<file path="src/hdl/apmd_pkg.sv">
package apmd_pkg;

  localparam int unsigned PIX_W   = 12;
  localparam int unsigned COEF_W  = 32;
  localparam int unsigned SPACE_W = 31;
  localparam int unsigned PROD_W  = COEF_W + PIX_W + 1;
  localparam int unsigned SUM_W   = PROD_W + 2;

  localparam int unsigned FIFO_DEPTH_DEF = 4;

  localparam logic [COEF_W-1:0]  COEF_XX_RST  = 32'h0001_0000;
  localparam logic [COEF_W-1:0]  COEF_XY_RST  = 32'h0000_0000;
  localparam logic [COEF_W-1:0]  OFFSET_X_RST = 32'h0000_0000;
  localparam logic [COEF_W-1:0]  COEF_YX_RST  = 32'h0000_0000;
  localparam logic [COEF_W-1:0]  COEF_YY_RST  = 32'h0001_0000;
  localparam logic [COEF_W-1:0]  OFFSET_Y_RST = 32'h0000_0000;
  localparam logic [SPACE_W-1:0] SPACING_RST  = 31'h0000_8000;

  localparam logic [2:0] REG_COEF_XX     = 3'd0;
  localparam logic [2:0] REG_COEF_XY     = 3'd1;
  localparam logic [2:0] REG_OFFSET_X    = 3'd2;
  localparam logic [2:0] REG_COEF_YX     = 3'd3;
  localparam logic [2:0] REG_COEF_YY     = 3'd4;
  localparam logic [2:0] REG_OFFSET_Y    = 3'd5;
  localparam logic [2:0] REG_MIN_SPACING = 3'd6;

  typedef struct packed {
    logic [COEF_W-1:0] coef_xx;
    logic [COEF_W-1:0] coef_xy;
    logic [COEF_W-1:0] offset_x;
    logic [COEF_W-1:0] coef_yx;
    logic [COEF_W-1:0] coef_yy;
    logic [COEF_W-1:0] offset_y;
  } apmd_coef_t;

  typedef struct packed {
    logic [COEF_W-1:0] real_x;
    logic [COEF_W-1:0] real_y;
    logic              saturated;
    logic              path_start;
  } apmd_point_t;

endpackage

</file>
<file path="src/hdl/apmd_back.sv">
module apmd_back (
  input  logic                  clk,
  input  logic                  rst_n,
  input  logic                  head_valid,
  input  apmd_pkg::apmd_point_t head,
  output logic                  pop,
  input  logic [30:0]           min_spacing,
  output logic                  out_valid,
  input  logic                  out_stall,
  output logic [31:0]           out_real_x,
  output logic [31:0]           out_real_y,
  output logic                  out_kept,
  output logic                  out_saturated
);
  import apmd_pkg::*;

  logic              out_valid_r, out_valid_nxt;
  logic [COEF_W-1:0] last_x_r;
  logic              have_r;
  logic [COEF_W:0]   d_fwd, d_rev, mag;
  logic              keep;

  // Distance to the last kept x, both ways at once, then pick the positive one.
  assign d_fwd = {head.real_x[COEF_W-1], head.real_x} - {last_x_r[COEF_W-1], last_x_r};
  assign d_rev = {last_x_r[COEF_W-1], last_x_r} - {head.real_x[COEF_W-1], head.real_x};
  assign mag   = d_fwd[COEF_W] ? d_rev : d_fwd;
  assign keep  = head.path_start || !have_r || (mag >= {2'b00, min_spacing});

  assign pop = head_valid && (!out_valid_r || !out_stall);

  always_comb begin
    out_valid_nxt = out_valid_r;
    if (pop) begin
      out_valid_nxt = 1'b1;
    end else if (!out_stall) begin
      out_valid_nxt = 1'b0;
    end
  end

  always_ff @(posedge clk) begin
    if (!rst_n) begin
      out_valid_r <= 1'b0;
      have_r      <= 1'b0;
      last_x_r    <= '0;
    end else begin
      out_valid_r <= out_valid_nxt;
      if (pop && keep) begin
        have_r   <= 1'b1;
        last_x_r <= head.real_x;
      end
    end
  end

  always_ff @(posedge clk) begin
    if (pop) begin
      out_real_x    <= head.real_x;
      out_real_y    <= head.real_y;
      out_kept      <= keep;
      out_saturated <= head.saturated;
    end
  end

  assign out_valid = out_valid_r;

endmodule

</file>
<file path="config.mk">
export PLATFORM = sky130hd
export DESIGN_NAME = apmd_back
export DESIGN_NICKNAME = d
export VERILOG_FILES = /design/src/hdl/apmd_pkg.sv /design/src/hdl/apmd_back.sv
export SDC_FILE = /design/constraint.sdc
export NUM_CORES = 1
export LEC_CHECK = 0
export ABC_AREA = 1
export BUFFER_PORTS_ARGS = -buffer_cell sky130_fd_sc_hd__buf_2
export CAP_MARGIN = 10
export CELL_PAD_IN_SITES_DETAIL_PLACEMENT = 1
export CELL_PAD_IN_SITES_GLOBAL_PLACEMENT = 2
export CORE_MARGIN = 4
export CORE_UTILIZATION = 34
export DETAILED_ROUTE_END_ITERATION = 8
export GPL_ROUTABILITY_DRIVEN = 1
export PLACE_DENSITY_LB_ADDON = 0.1
export SYNTH_ARGS = -nofsm -noshare
export SYNTH_HDL_FRONTEND = slang
export SYNTH_SLANG_ARGS = --single-unit
export TNS_END_PERCENT = 100
</file>
<file path="constraint.sdc">
create_clock -name clk -period 9 [get_ports clk]
set_clock_uncertainty 0.1 [all_clocks]
set_input_delay 0.45 -clock clk [delete_from_list [all_inputs] [get_ports clk]]
set_output_delay 0.45 -clock clk [all_outputs]
set_load 0.02 [all_outputs]
</file>
==> results.cfg <==
[run_status]
status = completed

[sta]
finalCritPeriodShare = 0.624
slew_viol_final = 0
rsz0062_at_grt = no
slew-limit-headroom = 0.402
setup_tns_ns = 0
finalHoldViolCount = 0
tightestPinTransition_ns = 0.897
period_minus_slack_ns = 5.61
setup_viol = 0
max_freq_mhz = 178

[worst_setup_path]
crit_type = register to register
regToRegSetupSlack_ns = 3.39
r2r_start = last_x_r[0]$_SDFFE_PN0P_
crit_path_frequent_cell = nand2_1
end_kind = register
reg2reg_to = last_x_r[12]$_SDFFE_PN0P_
cp_max_fo = 38
arrival_ns = 5.80
cp_slowest_cell = nand3_2
required_ns = 9.19
cp-startpoint = last_x_r[0]$_SDFFE_PN0P_
r2r_cells = 37
critPathLaunchType = register
cpPeakStageDelay_ns = 0.56

[global_routing]
grt_pass1_wl_um = 40300
grt_pass1_vias = 7824
grt_max_degree = 73
grt_usage = 0.186
overflow = 0
antenna_found_initial = 0

[routing]
route.detailed.drc = 0
wirelength_um = 24900
antenna_left = 0
first_pass_iters = 4
drt_iter0_drc = 267
vias = 7669
vias_per_cell = 4.66
wl_per_cell_um = 15.1

[cts]
ctsRootBufferMaster = clkbuf_16
htree_levels = 3
ctsLongestPathBuffers = 2
clk_pin_slew_ns = 0.08
clock_latency_ns = 0.36
cts-buffers-inserted = 9
post_cts_buffers = 0
cts-hold-fix-buffers = 0
cts_resized = 0
cts_tree = yes
clock-sinks = 100

[worst_hold_path]
hold_path_depth = 1
hold_path_class = input port to register
hold_start = head[32]
hold_end = out_real_y[30]$_DFFE_PP_

[yosys]
yosys_warnings = 0
synth_ff_type = edfxtp_1
synthesis.nets = 1365
synthCells = 1167
yosysUniqueCellTypes = 44
synth-edff-count = 66
syn_area_mm2 = 0.00831
seq_area_frac_synth = 0.321
ys_ff_latch = 100
avgSynthCellArea_um2 = 7.12
async_flop_share = 0

[floorplanning]
coreArea_mm2 = 0.0238
initial_core_util = 0.350
pin_count = 169
die_y_um = 164
die_area_mm2 = 0.0270
fp.dieW_um = 164
row_count = 56

[placed_design]
place_inst = 1628
port_buffers = 168
place_congestion = 0.838
hpwlAfterDp_um = 20700

[final_layout]
final_cell_mix = nand2_1, inv_1, buf_2
fin_nets = 1518
mostFrequentLayoutCell = nand2_1
layout.cells.non_filler = 1644
area_growth_pct = 16.6
n_antenna_cell = 0
layout-drive-gt1-share = 0.173

[power_and_ir_drop]
seq_power_share = 0.328
power_leakage_nw = 5.03
power.density_mw_per_mm2 = 170
switchingPower_w = 0.000681
switching_share = 0.413
power_w = 0.00165
peakVddDrop_mv = 0.0790
pwr-share-clk = 0.232
pwr-share-comb = 0.441
internal-power_w = 0.000969

[flow_run]
drv_cap = 0
[critical path, delay by kind of cell (launching register included)]
kind            cells  cell delay, ns
fa+ha+maj           3            0.87
flops               1            0.37
compound gates      1            0.14
simple gates       27            2.72
xor+xnor            1            0.17
buf+inv             5            1.13
[sequential cells by signal, summed over array words and instances (netlist names)]
name	cells
out_kept	1
out_saturated	1
out_real_y	32
last_x_r	32
out_real_x	32
out_valid	1
have_r	1
[layer usage]
layer	part of all wire	track usage
met1	0.53	0.273
met2	0.42	0.294
met3	0.048	0.0284
met4	0.0053	0.0309
met5	0	0
[area by class of cell]
type / count / area [um2]
clock buffers: 11 / 233
clock inverters: 5 / 41.3
fillers: 3097 / 14100
inverters: 212 / 796
multi-input cells: 826 / 4690
flip-flops and latches: 100 / 2660
well taps: 319 / 399
repair buffers: 171 / 863
[cells by family (layout without fill, tap and decap cells)]
logic type	Yosys count	count (layout)	share of synthesized area
fa+ha+maj	97	97	0.148
flops	100	100	0.321
compound gates	179	179	0.114
mux	3	3	0.00362
buf+inv	241	399	0.116
xor+xnor	36	36	0.0380
simple gates	511	511	0.260
[stage by stage]
stage               hold slack (ns)  cell area (um2)  worst slack [ns]   util
CTS                           0.143             9690              3.28  0.408
global placement              0.350             9410              3.18  0.396
finish                        0.157             9690              3.39  0.408
floorplan                     0.328             8310              5.00      -
global route                  0.145             9690              2.68  0.408
detailed placement            0.350             9410              3.02  0.396
[worst max path at each step]
stage / slack [ns] / to
after floorplan: 5.00 / have_r$_SDFFE_PN0P_
after global placement: 3.18 / last_x_r[7]$_SDFFE_PN0P_
after detailed placement: 3.02 / last_x_r[12]$_SDFFE_PN0P_
after CTS: 3.28 / last_x_r[12]$_SDFFE_PN0P_
after global routing: 2.68 / last_x_r[12]$_SDFFE_PN0P_
final: 3.39 / last_x_r[12]$_SDFFE_PN0P_
[synthesized netlist by cell type, types with 3 or more instances]
| cell | count | area (um2) |
|---|---|---|
| a21oi_1 | 119 | 596 |
| buf_1 | 3 | 11.3 |
| buf_2 | 12 | 60.1 |
| buf_6 | 5 | 56.3 |
| clkbuf_1 | 7 | 26.3 |
| dfxtp_1 | 34 | 681 |
| edfxtp_1 | 66 | 1980 |
| ha_1 | 95 | 1190 |
| inv_1 | 198 | 743 |
| inv_2 | 14 | 52.6 |
| mux2i_1 | 3 | 30.0 |
| nand2_1 | 325 | 1220 |
| nand2_2 | 5 | 31.3 |
| nand3_1 | 48 | 240 |
| nand3_2 | 12 | 120 |
| nand4_1 | 4 | 25.0 |
| nor2_1 | 92 | 345 |
| nor3_1 | 9 | 45.0 |
| o21ai_0 | 30 | 150 |
| o21ai_1 | 9 | 45.0 |
| o21bai_1 | 9 | 67.6 |
| or2_2 | 4 | 25.0 |
| xnor2_1 | 15 | 131 |
| xor2_1 | 21 | 184 |
[power by group through the flow]
stage	sequential (W)	clock (W)	combinational, W
after floorplan	0.000574	0	0.000497
after global placement	0.000551	0	0.000721
after detailed placement	0.000551	0	0.000730
after CTS	0.000541	0.000399	0.000735
after global routing	0.000545	0.000416	0.000834
final	0.000541	0.000382	0.000727
Note: power is estimated with default switching activity, not from simulation.
