--- src/hdl/apmd_pkg.sv ---
package apmd_pkg;

  localparam int unsigned PIX_W   = 12;
  localparam int unsigned COEF_W  = 32;
  localparam int unsigned SPACE_W = 31;
  localparam int unsigned PROD_W  = COEF_W + PIX_W + 1;
  localparam int unsigned SUM_W   = PROD_W + 2;

  localparam int unsigned FIFO_DEPTH_DEF = 4;

  localparam logic [COEF_W-1:0]  COEF_XX_RST  = 32'h0001_0000;
  localparam logic [COEF_W-1:0]  COEF_XY_RST  = 32'h0000_0000;
  localparam logic [COEF_W-1:0]  OFFSET_X_RST = 32'h0000_0000;
  localparam logic [COEF_W-1:0]  COEF_YX_RST  = 32'h0000_0000;
  localparam logic [COEF_W-1:0]  COEF_YY_RST  = 32'h0001_0000;
  localparam logic [COEF_W-1:0]  OFFSET_Y_RST = 32'h0000_0000;
  localparam logic [SPACE_W-1:0] SPACING_RST  = 31'h0000_8000;

  localparam logic [2:0] REG_COEF_XX     = 3'd0;
  localparam logic [2:0] REG_COEF_XY     = 3'd1;
  localparam logic [2:0] REG_OFFSET_X    = 3'd2;
  localparam logic [2:0] REG_COEF_YX     = 3'd3;
  localparam logic [2:0] REG_COEF_YY     = 3'd4;
  localparam logic [2:0] REG_OFFSET_Y    = 3'd5;
  localparam logic [2:0] REG_MIN_SPACING = 3'd6;

  typedef struct packed {
    logic [COEF_W-1:0] coef_xx;
    logic [COEF_W-1:0] coef_xy;
    logic [COEF_W-1:0] offset_x;
    logic [COEF_W-1:0] coef_yx;
    logic [COEF_W-1:0] coef_yy;
    logic [COEF_W-1:0] offset_y;
  } apmd_coef_t;

  typedef struct packed {
    logic [COEF_W-1:0] real_x;
    logic [COEF_W-1:0] real_y;
    logic              saturated;
    logic              path_start;
  } apmd_point_t;

endpackage

--- src/hdl/apmd_front.sv ---
module apmd_front (
  input  logic                clk,
  input  logic                rst_n,
  input  logic                acc,
  input  logic [11:0]         pixel_x,
  input  logic [11:0]         pixel_y,
  input  logic                path_start,
  input  apmd_pkg::apmd_coef_t coef,
  output logic                wr_en,
  output apmd_pkg::apmd_point_t wr_data,
  output logic [1:0]          fill
);
  import apmd_pkg::*;

  logic                     v1_r, v2_r;
  logic                     start1_r, start2_r;
  logic signed [PROD_W-1:0] p_xx_r, p_xy_r, p_yx_r, p_yy_r;
  logic signed [SUM_W-1:0]  sum_x_r, sum_y_r;
  logic signed [PIX_W:0]    px_s, py_s;
  logic                     clip_x, clip_y;

  assign px_s = $signed({1'b0, pixel_x});
  assign py_s = $signed({1'b0, pixel_y});

  always_ff @(posedge clk) begin
    if (!rst_n) begin
      v1_r <= 1'b0;
      v2_r <= 1'b0;
    end else begin
      v1_r <= acc;
      v2_r <= v1_r;
    end
  end

  // Stage 1: four products. Stage 2: two sums.
  always_ff @(posedge clk) begin
    if (acc) begin
      p_xx_r   <= $signed(coef.coef_xx) * px_s;
      p_xy_r   <= $signed(coef.coef_xy) * py_s;
      p_yx_r   <= $signed(coef.coef_yx) * px_s;
      p_yy_r   <= $signed(coef.coef_yy) * py_s;
      start1_r <= path_start;
    end
    if (v1_r) begin
      sum_x_r  <= SUM_W'(p_xx_r) + SUM_W'(p_xy_r) + SUM_W'($signed(coef.offset_x));
      sum_y_r  <= SUM_W'(p_yx_r) + SUM_W'(p_yy_r) + SUM_W'($signed(coef.offset_y));
      start2_r <= start1_r;
    end
  end

  // In range when every bit from 31 up matches the sign.
  assign clip_x = !((&sum_x_r[SUM_W-1:COEF_W-1]) || !(|sum_x_r[SUM_W-1:COEF_W-1]));
  assign clip_y = !((&sum_y_r[SUM_W-1:COEF_W-1]) || !(|sum_y_r[SUM_W-1:COEF_W-1]));

  always_comb begin
    wr_data.real_x     = sum_x_r[COEF_W-1:0];
    wr_data.real_y     = sum_y_r[COEF_W-1:0];
    if (clip_x) begin
      wr_data.real_x = sum_x_r[SUM_W-1] ? {1'b1, {(COEF_W-1){1'b0}}}
                                        : {1'b0, {(COEF_W-1){1'b1}}};
    end
    if (clip_y) begin
      wr_data.real_y = sum_y_r[SUM_W-1] ? {1'b1, {(COEF_W-1){1'b0}}}
                                        : {1'b0, {(COEF_W-1){1'b1}}};
    end
    wr_data.saturated  = clip_x || clip_y;
    wr_data.path_start = start2_r;
  end

  assign wr_en = v2_r;
  assign fill  = {1'b0, v1_r} + {1'b0, v2_r};

endmodule

--- config.mk ---
export PLATFORM = sky130hd
export DESIGN_NAME = apmd_front
export DESIGN_NICKNAME = d
export VERILOG_FILES = /design/src/hdl/apmd_pkg.sv /design/src/hdl/apmd_front.sv
export SDC_FILE = /design/constraint.sdc
export NUM_CORES = 2
export LEC_CHECK = 0
export ABC_AREA = 1
export ABC_CLOCK_PERIOD_IN_PS = 9300
export BUFFER_PORTS_ARGS = -buffer_cell sky130_fd_sc_hd__buf_4
export CAP_MARGIN = 15
export CORE_MARGIN = 8
export CORE_UTILIZATION = 55
export DETAILED_ROUTE_END_ITERATION = 8
export GPL_ROUTABILITY_DRIVEN = 1
export HOLD_SLACK_MARGIN = 0.1
export PLACE_DENSITY = 0.72
export RECOVER_POWER = 50
export SKIP_CTS_REPAIR_TIMING = 1
export SLEW_MARGIN = 5
export SYNTH_ARGS = -nofsm -noshare
export SYNTH_HDL_FRONTEND = slang
export SYNTH_SLANG_ARGS = --single-unit
--- constraint.sdc ---
create_clock -name clk -period 9.3 [get_ports clk]
set_input_delay 1.395 -clock clk [delete_from_list [all_inputs] [get_ports clk]]
set_output_delay 1.395 -clock clk [all_outputs]
set_load 0.02 [all_outputs]
==> results.py <==
metrics = {
    "setup_path": {
        "crit_path_end_kind": "flop",
        "worst-path-max-fanout": 142,
        "path_cells": "clkbuf_1, clkbuf_2",
        "cp.arrival_ns": 7.22,
        "cpLargestDelayFamily": "buffers and inverters",
        "cp_slowest_cell": "clkbuf_2",
        "r2r_slack_ns": 4.81,
        "cpPeakStageDelay_ns": 3.04,
        "critPathKind": "input port to flop",
        "crit_buf_inv": 2,
        "start_kind": "input port",
        "r2r-start": "v1_r$_SDFF_PN0_",
        "worstSetupStartpoint": "acc",
        "cp.depth": 2,
        "worstPathRequired_ns": 9.40,
        "r2r_cells": 2,
        "rr_endpoint": "sum_y_r[27]$_DFFE_PP_",
        "crit_end": "p_xx_r[17]$_DFFE_PP_",
    },
    "logic_synthesis": {
        "syn_nets": 13139,
        "netlist_area_sq_mm": 0.0785,
        "postSynth.asyncResetShare": 0,
        "syn_inst": 10988,
        "synth_edf_count": 276,
        "yosysWarnings": 0,
        "avgSynthCellArea_sq_um": 7.14,
        "ys.flop_type": "edfxtp_1",
        "yosysUniqueCellTypes": 41,
        "ys_seq_area_frac": 0.106,
        "synth.ff_latch_count": 278,
    },
    "route": {
        "drt-pass1-iter-count": 6,
        "drc": 0,
        "initialDrtViolationCount": 5738,
        "num_vias": 66968,
        "wirelength_um": 260000,
        "wl_per_cell_um": 20.1,
        "via_per_inst": 5.18,
        "ant_nets": 0,
    },
    "worst_hold_path": {
        "hp-start": "start1_r$_DFFE_PP_",
        "holdPathStages": 0,
        "hold_class": "flop to flop",
    },
    "outcome": {
        "outcome": "finished with violations",
        "violations": "capacitance limit, slew limit",
    },
    "floorplanning": {
        "core.rowCount": 138,
        "start_util": 0.554,
        "ioPinCount": 289,
        "chipWidth_um": 394,
        "dieArea_sq_mm": 0.155,
        "core_sq_mm": 0.142,
        "die_y_um": 394,
    },
    "sta": {
        "rsz0062_at_grt": "no",
        "max_freq_mhz": 140,
        "slew_violations": 284,
        "finalHoldViolCount": 0,
        "tns_ns": 0,
        "fin_worst_skew_ns": 0.0193,
        "min_period_ns": 7.12,
        "worstMarginPinSlew_ns": 4.19,
        "finalCritPeriodShare": 0.766,
        "slew-limit-headroom": -1.79,
        "setup_viol": 0,
    },
    "clock_network": {
        "cts_tree": "built",
        "htreeDepth": 2,
        "cts.sink_count": 278,
        "clk_path_buf_depth": 3,
        "clk_latency_ns": 0.61,
        "clk_pin_slew_ns": 0.06,
        "numCtsBuffers": 37,
        "cts_root_buf": "clkbuf_16",
    },
    "placed_design": {
        "gp_congestion": 1.00,
        "dpl.hpwl_um": 221000,
        "io_buffers": 288,
    },
    "grt": {
        "grt_overflow": 0,
        "grt_pass1_vias": 69130,
        "grt.total_usage": 0.333,
        "grt_pass1_wl_um": 401000,
        "antenna_found_initial": 24,
        "grt_max_degree": 143,
    },
    "final_layout": {
        "drive_gt1_frac": 0.0387,
        "final_common_cell": "nand2_1",
        "layout_common_cells": "3,777 x nand2_1, 3,384 x inv_1, 1,444 x fa_1",
        "area_growth_pct": 5.84,
        "fillers": 13415,
        "layout.nets": 13156,
    },
    "flow_run": {
        "cap_viol_max_count": 4,
    },
}
[per-stage QoR]
stage               std cells  setup slack, ns   util  hold WS [ns]  area, sq um
finish                  12937             2.18  0.587         0.428        83000
global route            12929             1.95  0.586         0.446        83000
CTS                     12922             2.58  0.587         0.437        83100
detailed placement      12855             1.94  0.578         0.426        81800
global placement        12855             1.93  0.578         0.414        81800
floorplan               10988             3.14      -         0.400        78500
[worst min-delay path by stage]
stage | slack [ns] | end
2_1_floorplan | 0.40 | start2_r$_DFFE_PP_
3_3_place_gp | 0.41 | start2_r$_DFFE_PP_
3_5_place_dp | 0.43 | start2_r$_DFFE_PP_
4_1_cts | 0.44 | start2_r$_DFFE_PP_
5_1_grt | 0.45 | start2_r$_DFFE_PP_
6_report | 0.43 | start2_r$_DFFE_PP_
[sequential cells by signal (all words and copies together) (netlist names)]
| name | cells |
|---|---|
| sum_x_r | 47 |
| sum_y_r | 47 |
| p_xx_r | 45 |
| p_xy_r | 45 |
| p_yx_r | 45 |
| p_yy_r | 45 |
| start1_r | 1 |
| start2_r | 1 |
| v1_r | 1 |
| wr_en | 1 |
[cells by family (layout without fill, tap and decap cells)]
group / count (synthesis) / in the layout / synth area share
simple gates: 4695 / 4695 / 0.237
buf+inv: 3708 / 3753 / 0.178
fa+ha+maj: 1931 / 1931 / 0.446
flops: 278 / 278 / 0.106
compound gates: 236 / 236 / 0.0171
xor+xnor: 140 / 140 / 0.0156
other cells: 0 / 14 / 0
[cells in the mapped netlist, types with 14 or more instances]
| master | n | share of area |
|---|---|---|
| fa_1 | 1444 | 0.37 |
| xnor2_1 | 26 | 0.0029 |
| inv_1 | 3384 | 0.16 |
| buf_1 | 31 | 0.0015 |
| nor2_2 | 22 | 0.0018 |
| a21oi_1 | 178 | 0.011 |
| edfxtp_1 | 276 | 0.11 |
| o21bai_1 | 22 | 0.0021 |
| nor2_1 | 456 | 0.022 |
| nand2_2 | 18 | 0.0014 |
| o21a_1 | 14 | 0.0013 |
| clkbuf_1 | 267 | 0.013 |
| nand4_1 | 94 | 0.0075 |
| xor2_1 | 114 | 0.013 |
| nand2_1 | 3776 | 0.18 |
| ha_1 | 487 | 0.078 |
| nand3_1 | 266 | 0.017 |
[cell type report]
class,count,area [sq um],share of cell area
clock inverter,27,332,0.00399
tap,1890,2360,0.0285
antenna,14,35.0,0.000422
multi-input combinational,7002,56100,0.676
clock buffer,40,958,0.0115
timing repair buffer,292,2150,0.0259
inverter,3394,12700,0.153
sequential,278,8330,0.100
[layer usage]
metal / up-vias / share of wire / track usage
met3: 504 / 0.090 / 0.0629
met5: - / 0.00029 / 0
met4: 12 / 0.042 / 0.122
met2: 2912 / 0.45 / 0.529
met1: 32555 / 0.42 / 0.455
li1: 30985 / - / -
Power is left out: the tool's default activity adds up to more than one toggle a clock period on the data nets, which glitch-free logic cannot reach.
