--- config.mk ---
export PLATFORM = sky130hd
export DESIGN_NAME = apmd_fifo
export DESIGN_NICKNAME = d
export VERILOG_FILES = /design/src/hdl/apmd_pkg.sv /design/src/hdl/apmd_fifo.sv
export SDC_FILE = /design/constraint.sdc
export NUM_CORES = 1
export LEC_CHECK = 0
export BUFFER_PORTS_ARGS = -buffer_cell sky130_fd_sc_hd__buf_2
export CORE_MARGIN = 2
export CORE_UTILIZATION = 50
export DETAILED_ROUTE_END_ITERATION = 8
export GPL_TIMING_DRIVEN = 0
export PLACE_DENSITY_LB_ADDON = 0.12
export SLEW_MARGIN = 20
export SYNTH_ARGS = -nofsm -noshare
export SYNTH_HDL_FRONTEND = slang
export SYNTH_SLANG_ARGS = --single-unit
--- constraint.sdc ---
create_clock -name clk -period 3 [get_ports clk]
set_input_delay 0.3 -clock clk [delete_from_list [all_inputs] [get_ports clk]]
set_output_delay 0.3 -clock clk [all_outputs]
set_load 0.005 [all_outputs]
--- src/hdl/apmd_pkg.sv ---
package apmd_pkg;

  localparam int unsigned PIX_W   = 12;
  localparam int unsigned COEF_W  = 32;
  localparam int unsigned SPACE_W = 31;
  localparam int unsigned PROD_W  = COEF_W + PIX_W + 1;
  localparam int unsigned SUM_W   = PROD_W + 2;

  localparam int unsigned FIFO_DEPTH_DEF = 4;

  localparam logic [COEF_W-1:0]  COEF_XX_RST  = 32'h0001_0000;
  localparam logic [COEF_W-1:0]  COEF_XY_RST  = 32'h0000_0000;
  localparam logic [COEF_W-1:0]  OFFSET_X_RST = 32'h0000_0000;
  localparam logic [COEF_W-1:0]  COEF_YX_RST  = 32'h0000_0000;
  localparam logic [COEF_W-1:0]  COEF_YY_RST  = 32'h0001_0000;
  localparam logic [COEF_W-1:0]  OFFSET_Y_RST = 32'h0000_0000;
  localparam logic [SPACE_W-1:0] SPACING_RST  = 31'h0000_8000;

  localparam logic [2:0] REG_COEF_XX     = 3'd0;
  localparam logic [2:0] REG_COEF_XY     = 3'd1;
  localparam logic [2:0] REG_OFFSET_X    = 3'd2;
  localparam logic [2:0] REG_COEF_YX     = 3'd3;
  localparam logic [2:0] REG_COEF_YY     = 3'd4;
  localparam logic [2:0] REG_OFFSET_Y    = 3'd5;
  localparam logic [2:0] REG_MIN_SPACING = 3'd6;

  typedef struct packed {
    logic [COEF_W-1:0] coef_xx;
    logic [COEF_W-1:0] coef_xy;
    logic [COEF_W-1:0] offset_x;
    logic [COEF_W-1:0] coef_yx;
    logic [COEF_W-1:0] coef_yy;
    logic [COEF_W-1:0] offset_y;
  } apmd_coef_t;

  typedef struct packed {
    logic [COEF_W-1:0] real_x;
    logic [COEF_W-1:0] real_y;
    logic              saturated;
    logic              path_start;
  } apmd_point_t;

endpackage

--- src/hdl/apmd_fifo.sv ---
module apmd_fifo #(
  parameter int unsigned DEPTH = apmd_pkg::FIFO_DEPTH_DEF
) (
  input  logic                          clk,
  input  logic                          rst_n,
  input  logic                          wr_en,
  input  apmd_pkg::apmd_point_t         wr_data,
  input  logic                          rd_en,
  output apmd_pkg::apmd_point_t         rd_data,
  output logic                          rd_valid,
  output logic [$clog2(DEPTH+1)-1:0]    count
);
  import apmd_pkg::*;

  localparam int unsigned PW = $clog2(DEPTH);
  localparam int unsigned CW = $clog2(DEPTH + 1);
  localparam logic [PW-1:0] LAST = PW'(DEPTH - 1);

  apmd_point_t   mem_r [DEPTH];
  logic [PW-1:0] wp_r, wp_nxt, rp_r, rp_nxt;
  logic [CW-1:0] cnt_r, cnt_nxt;

  always_comb begin
    wp_nxt  = wp_r;
    rp_nxt  = rp_r;
    cnt_nxt = cnt_r;
    if (wr_en) begin
      wp_nxt = (wp_r == LAST) ? '0 : wp_r + 1'b1;
    end
    if (rd_en) begin
      rp_nxt = (rp_r == LAST) ? '0 : rp_r + 1'b1;
    end
    if (wr_en && !rd_en) begin
      cnt_nxt = cnt_r + 1'b1;
    end else if (!wr_en && rd_en) begin
      cnt_nxt = cnt_r - 1'b1;
    end
  end

  always_ff @(posedge clk) begin
    if (!rst_n) begin
      wp_r  <= '0;
      rp_r  <= '0;
      cnt_r <= '0;
    end else begin
      wp_r  <= wp_nxt;
      rp_r  <= rp_nxt;
      cnt_r <= cnt_nxt;
    end
  end

  always_ff @(posedge clk) begin
    if (wr_en) begin
      mem_r[wp_r] <= wr_data;
    end
  end

  assign rd_data  = mem_r[rp_r];
  assign rd_valid = (cnt_r != '0);
  assign count    = cnt_r;

endmodule

==> results.cfg, run 1 <==
[status]
status = finished clean

[power]
switching_share_pct = 20.3
p_sw_uw = 1690
seq_power_share_pct = 52.9
ir_worst_vdd_v = 0.000563
p_per_area_nw_per_um2 = 660
p_leak_uw = 0.00435
combPwrFrac_pct = 8.9
intPower_uw = 6640
pwr-share-clk_pct = 38.2

[cts]
cts_tree = built
path_clk_slew_ps = 60
cts_buffers = 27
cts-root-buf = clkbuf_16
post_cts_buffers = 0
cts_resized = 0
cts.sinks = 273
clk_latency_ps = 520
cts_buffer_depth = 3
hold_buffers = 66
htree_levels = 1

[yosys]
synth_fa_ha_area_share_pct = 0.954
syn-num-nets = 464
ys.flop_type = edfxtp_1
synth_top_family_by_area = multiplexers
synth.distinct_cells = 21
synth-compound-area-share_pct = 0.201
synth_edf_count = 264
netlist_area_um2 = 9970
ys_warn_count = 0
muxShareOfSynthArea_pct = 15.3
ys_seq_elements = 273
synth_top_area_share_pct = 79.5
ys_async_sr_fraction_pct = 0
avgSynthCellArea_um2 = 25.8
synth-simple-area-share_pct = 0.841
synth-seq-area-share_pct = 81.3
yosysTopAreaCell = edfxtp_1
syn-instance-count = 387
synth_xor_area_share_pct = 0.176
synthTopCellsByArea = edfxtp_1 (80%), mux4_2 (15%), dfxtp_1 (1.8%)

[sta]
skew_ps = 7.25
max_freq_ghz = 0.435
finalCritPeriodShare_pct = 76.5
setup-violations-final = 0
tns_ps = 0
worst_slew_pin_slew_ps = 694
hold_slack_ps = 64.5
slew_viol_final = 0
rsz0062_at_grt = no
slew_headroom_pct = 53.8
hold_viol = 0
period_needed_ps = 2300

[layout]
layout-drive-gt1-share_pct = 40.2
final_cells = 911
area_growth_pct = 26.5
fin_nets = 702
fill_cells = 1351
n_antenna_cell = 0

[grt]
grt_pass1_vias = 5174
grt_pass1_wl_mm = 27.5
track_usage_pct = 16.7
antenna_found_initial = 0
grt_max_degree = 46
grt_overflow = 0

[critical_path]
worstSetupPathType = flip-flop to output pin
path_max_fanout = 10
cp_data_arrival_time_ps = 2000
cp-start-kind = flip-flop
cp-end-kind = output pin
required_ps = 2700

[place]
io_buffers = 139
gp_congestion = 0.674
hpwl_mm = 10.1
dp_cells = 795

[detailed_routing]
remaining_drc_errors = 0
dr.first_iter.drc_count = 179
drt_wl_total_mm = 17.3
dr.pass1.iters = 4
ant_nets = 0
wl_per_cell_um = 19.0
vias = 4687
avgViaCountPerCell = 5.14

[floorplan]
fp.coreArea_um2 = 19500
fp-row-count = 51
die_area_um2 = 21100
initial_core_util_pct = 51.1
die_w_um = 145
die_h_um = 145
ios = 140

[worst_hold_path]
hold_class = input pin to flip-flop

[job]
drv_cap = 0
## synthesized netlist by cell type, types with 4 or more instances
master	number
dfxtp_1	9
buf_6	5
mux2i_1	4
mux4_2	66
edfxtp_1	264
and2_1	5
nor2b_1	5
buf_2	5
ha_1	6
inv_1	4
## worst max-delay path, cell delays in order (launching register included)
cell	delay [ps]
dfxtp_1	380
buf_6	210
buf_6	210
mux4_2	520
buf_2	150
## kinds of logic after synthesis
kind of cell             after synthesis
AO/OA/AOI/OAI                          3
XOR/XNOR                               2
adder cells (fa/ha/maj)                7
buffers and inverters                 18
flip-flops                           273
multiplexers                          70
AND/OR/NAND/NOR                       14
## registers in the layout, summed over array words and instances (netlist names), named ones only
signal  cells
wp_r        2
count       3
rp_r        2
mem_r     264
## area by class of cell
class                      instances  area [um^2]  share of cell area (%)
buffer                            14          104                   0.823
clock buffer                      39          741                    5.87
tap                              265          332                    2.63
timing repair buffer             209         1460                    11.6
sequential                       273         8110                    64.3
inverter                           4         15.0                   0.119
multi-input combinational         96         1750                    13.9
clock inverter                    11          103                   0.813
## worst paths after layout
| path | startpoint | end | slack [ps] | depth (start not counted) |
|---|---|---|---|---|
| worst max-delay path | flip-flop | rd_data[33] | 700 | 4 |
| worst min-delay path | rst_n | count[0] | 60 | 2 |
| worst max register to register | wp_r[0] | mem_r[2][14] | 1190 | 4 |
| worst min register to register | count[2] | count[2] | 510 | 2 |
## power by group through the flow
| stage | Combinational [uW] | Clock (uW) | Sequential (uW) |
|---|---|---|---|
| 6_report | 743 | 3180 | 4410 |
| 4_1_cts | 763 | 3270 | 4410 |
| 2_1_floorplan | 370 | 0 | 4490 |
| 3_3_place_gp | 656 | 0 | 4500 |
| 5_1_grt | 813 | 3400 | 4420 |
| 3_5_place_dp | 691 | 0 | 4490 |
## stage by stage
stage | setup WS [ps] | cell area (um^2) | utilization (%) | total power [uW]
floorplan | 471 | 9970 | - | 4860
global placement | -816 | 11000 | 56.3 | 5160
detailed placement | 1160 | 11100 | 56.9 | 5180
CTS | 638 | 12600 | 64.6 | 8450
global route | 591 | 12600 | 64.6 | 8630
finish | 704 | 12600 | 64.6 | 8330
## per-layer routing
layer / GRT usage, % / share of wire, % / vias up / wire (um)
met1: 22.4 / 43 / 2395 / 7400
met5: 0 / 0 / - / 0
li1: - / - / 2138 / -
met3: 3.36 / 5.6 / 26 / 977
met2: 28.4 / 50 / 128 / 8680
met4: 4.46 / 1.7 / 0 / 287
## cell usage in the layout (no fill, tap or decap), types with 4 or more instances in the layout
master | netlist | layout
and2_4 | 0 | 4
inv_1 | 4 | 4
nor2b_1 | 5 | 5
mux4_2 | 66 | 66
buf_2 | 5 | 144
edfxtp_1 | 264 | 264
clkbuf_16 | 0 | 27
clkinv_1 | 0 | 5
dlygate4sd3_1 | 0 | 66
buf_6 | 5 | 5
clkbuf_1 | 2 | 12
mux2i_1 | 4 | 4
ha_1 | 6 | 6
dfxtp_1 | 9 | 9
No activity file was read; power rests on OpenSTA's default activity.
==> inputs of run 2 (changes only) <==
==> constraint.sdc (replaced) <==
create_clock -name clk -period 1.9 [get_ports clk]
set_input_delay 0.19 -clock clk [delete_from_list [all_inputs] [get_ports clk]]
set_output_delay 0.19 -clock clk [all_outputs]
set_load 0.005 [all_outputs]
==> run 2 against run 1 <==
- the flow now finishes with violations (setup timing)
- clock-buffer cell count down 5
- sequential share of layout area down 1.4 points
- setup slack worse by 890 ps
- non-clock buffer count up 9
- core utilization up 1.4 points
- critical endpoint is now rd_data[26]
- highest routed layer unchanged
==> results.cfg, run 2 (synthesis gave the netlist of run 1 again) <==
[status]
status = complete, but fails checks
violations = setup timing

[layout]
regMostFlops = mem_r
fin_nets = 715
area_growth_pct = 29.3
largest_reg_flops = 264
fill_cells = 1328
layout-drive-gt1-share_pct = 41.8
n_antenna_cell = 0
final_cell_area_um2 = 12900
final_common_cell = edfxtp_1
layout.cells.most_common_list = edfxtp_1 (264), buf_2 (134), dlygate4sd3_1 (67)
final_cells = 923

[floorplan]
die_w_um = 145
initial_core_util_pct = 51.1
ios = 140
die_area_um2 = 21100
fp.coreArea_um2 = 19500
fp-row-count = 51
die_h_um = 145

[sta]
hold_viol = 0
worst_slew_pin_slew_ps = 591
hold_slack_ps = 29.4
finalCritPeriodShare_pct = 110
setup-violations-final = 66
max_freq_ghz = 0.479
slew_headroom_pct = 60.6
skew_ps = 12.8
slew_viol_final = 0
final.setup.worst_slack_ps = -189
period_needed_ps = 2090
rsz0062_at_grt = yes

[detailed_routing]
remaining_drc_errors = 0
avgViaCountPerCell = 5.24
drt_wl_total_mm = 18.6
wl_per_cell_um = 20.1
dr.pass1.iters = 4
vias = 4832
ant_nets = 0
dr.first_iter.drc_count = 307

[power]
p_leak_uw = 0.00447
p_sw_uw = 2800
ir_worst_vdd_v = 0.000698
fin_total_pwr_uw = 13300
seq_power_share_pct = 52.3
pwr-share-clk_pct = 38.0
combPwrFrac_pct = 9.7
intPower_uw = 10500
switching_share_pct = 21.0
p_per_area_nw_per_um2 = 1030

[critical_path]
cpMostUsedCell = buf_12
worstSetupPathType = flip-flop to output pin
crit_buf_inv = 3
cp-start-kind = flip-flop
cp_data_arrival_time_ps = 1900
path_delay_family = multiplexers
crit_slowest_cell = mux4_2
path_max_fanout = 10
critPathMaxStageDelay_ps = 530
cp_cell_sequence = buf_12, buf_12, mux4_2, buf_2
required_ps = 1710
cp-end-kind = output pin

[place]
hpwl_mm = 10.5
io_buffers = 139
dp_cells = 795
placed_area_um2 = 11100
pre_cts_ws_ps = 86.0
gp_congestion = 0.697

[cts]
cts_tree = built
cts-root-buf = clkbuf_16
cts.sinks = 273
cts_buffers = 29
path_clk_slew_ps = 60
htree_levels = 1
clk_latency_ps = 540
cts_buffer_depth = 3

[grt]
track_usage_pct = 17.8
antenna_found_initial = 0
grt_max_degree = 37
grt_pass1_vias = 5255
grt_overflow = 0
grt_pass1_wl_mm = 29.0

[job]
drv_cap = 0

[worst_hold_path]
hold_class = input pin to flip-flop
[run 2: power groups by stage]
stage	Sequential [uW]	Clock (uW)	Combinational, uW
floorplan	7080	0	585
global placement	7090	0	1040
detailed placement	7100	0	1090
CTS	6970	5170	1310
global route	6990	5430	1410
finish	6970	5070	1290
[run 2: final cells by class]
class                      count  area [um^2]  share of cell area (%)
clock inverter                17          109                   0.844
buffer                        14          191                    1.48
inverter                       4         15.0                   0.116
clock buffer                  34          744                    5.77
timing repair buffer         218         1620                    12.6
multi-input combinational     98         1770                    13.7
sequential                   273         8110                    62.9
tap                          265          332                    2.57
[run 2: path summary, 6_finish.rpt]
check | start | to | slack, ps | depth (start not counted)
worst max-delay path | flip-flop | rd_data[26] | -190 | 4
worst min-delay path | rd_en | flip-flop | 30 | 3
worst max register to register | wp_r[0] | mem_r[1][37] | 170 | 3
worst min register to register | count[2] | count[2] | 520 | 2
[run 2: through the flow]
step / setup TNS (ps) / util (%)
final: -8600 / 66.0
after global routing: -13450 / 66.0
after CTS: -10960 / 65.8
after detailed placement: 0 / 56.8
after global placement: -143380 / 56.3
after floorplan: 0 / -
[run 2: what timing repair did]
item                       4_1_cts  5_1_grt
setup endpoints to repair       66       75
hold buffers                    67        0
cloned                           4        2
buffers inserted                 4        0
gates resized for setup         32        4
hold endpoints to repair       273        0
[run 2: layer usage]
metal	vias up	GRT usage, %	share of wire, %
met2	130	30.7	51
li1	2167	-	-
met5	-	0	0
met3	23	3.90	5.4
met1	2512	23.3	42
met4	0	4.22	1.6
[run 2: worst register-to-register path, delay by kind of cell (launching register included)]
kind / cells / cell delay (ps)
adder cells (fa/ha/maj): 1 / 170
flip-flops: 1 / 400
AND/OR/NAND/NOR: 1 / 520
buffers and inverters: 1 / 310
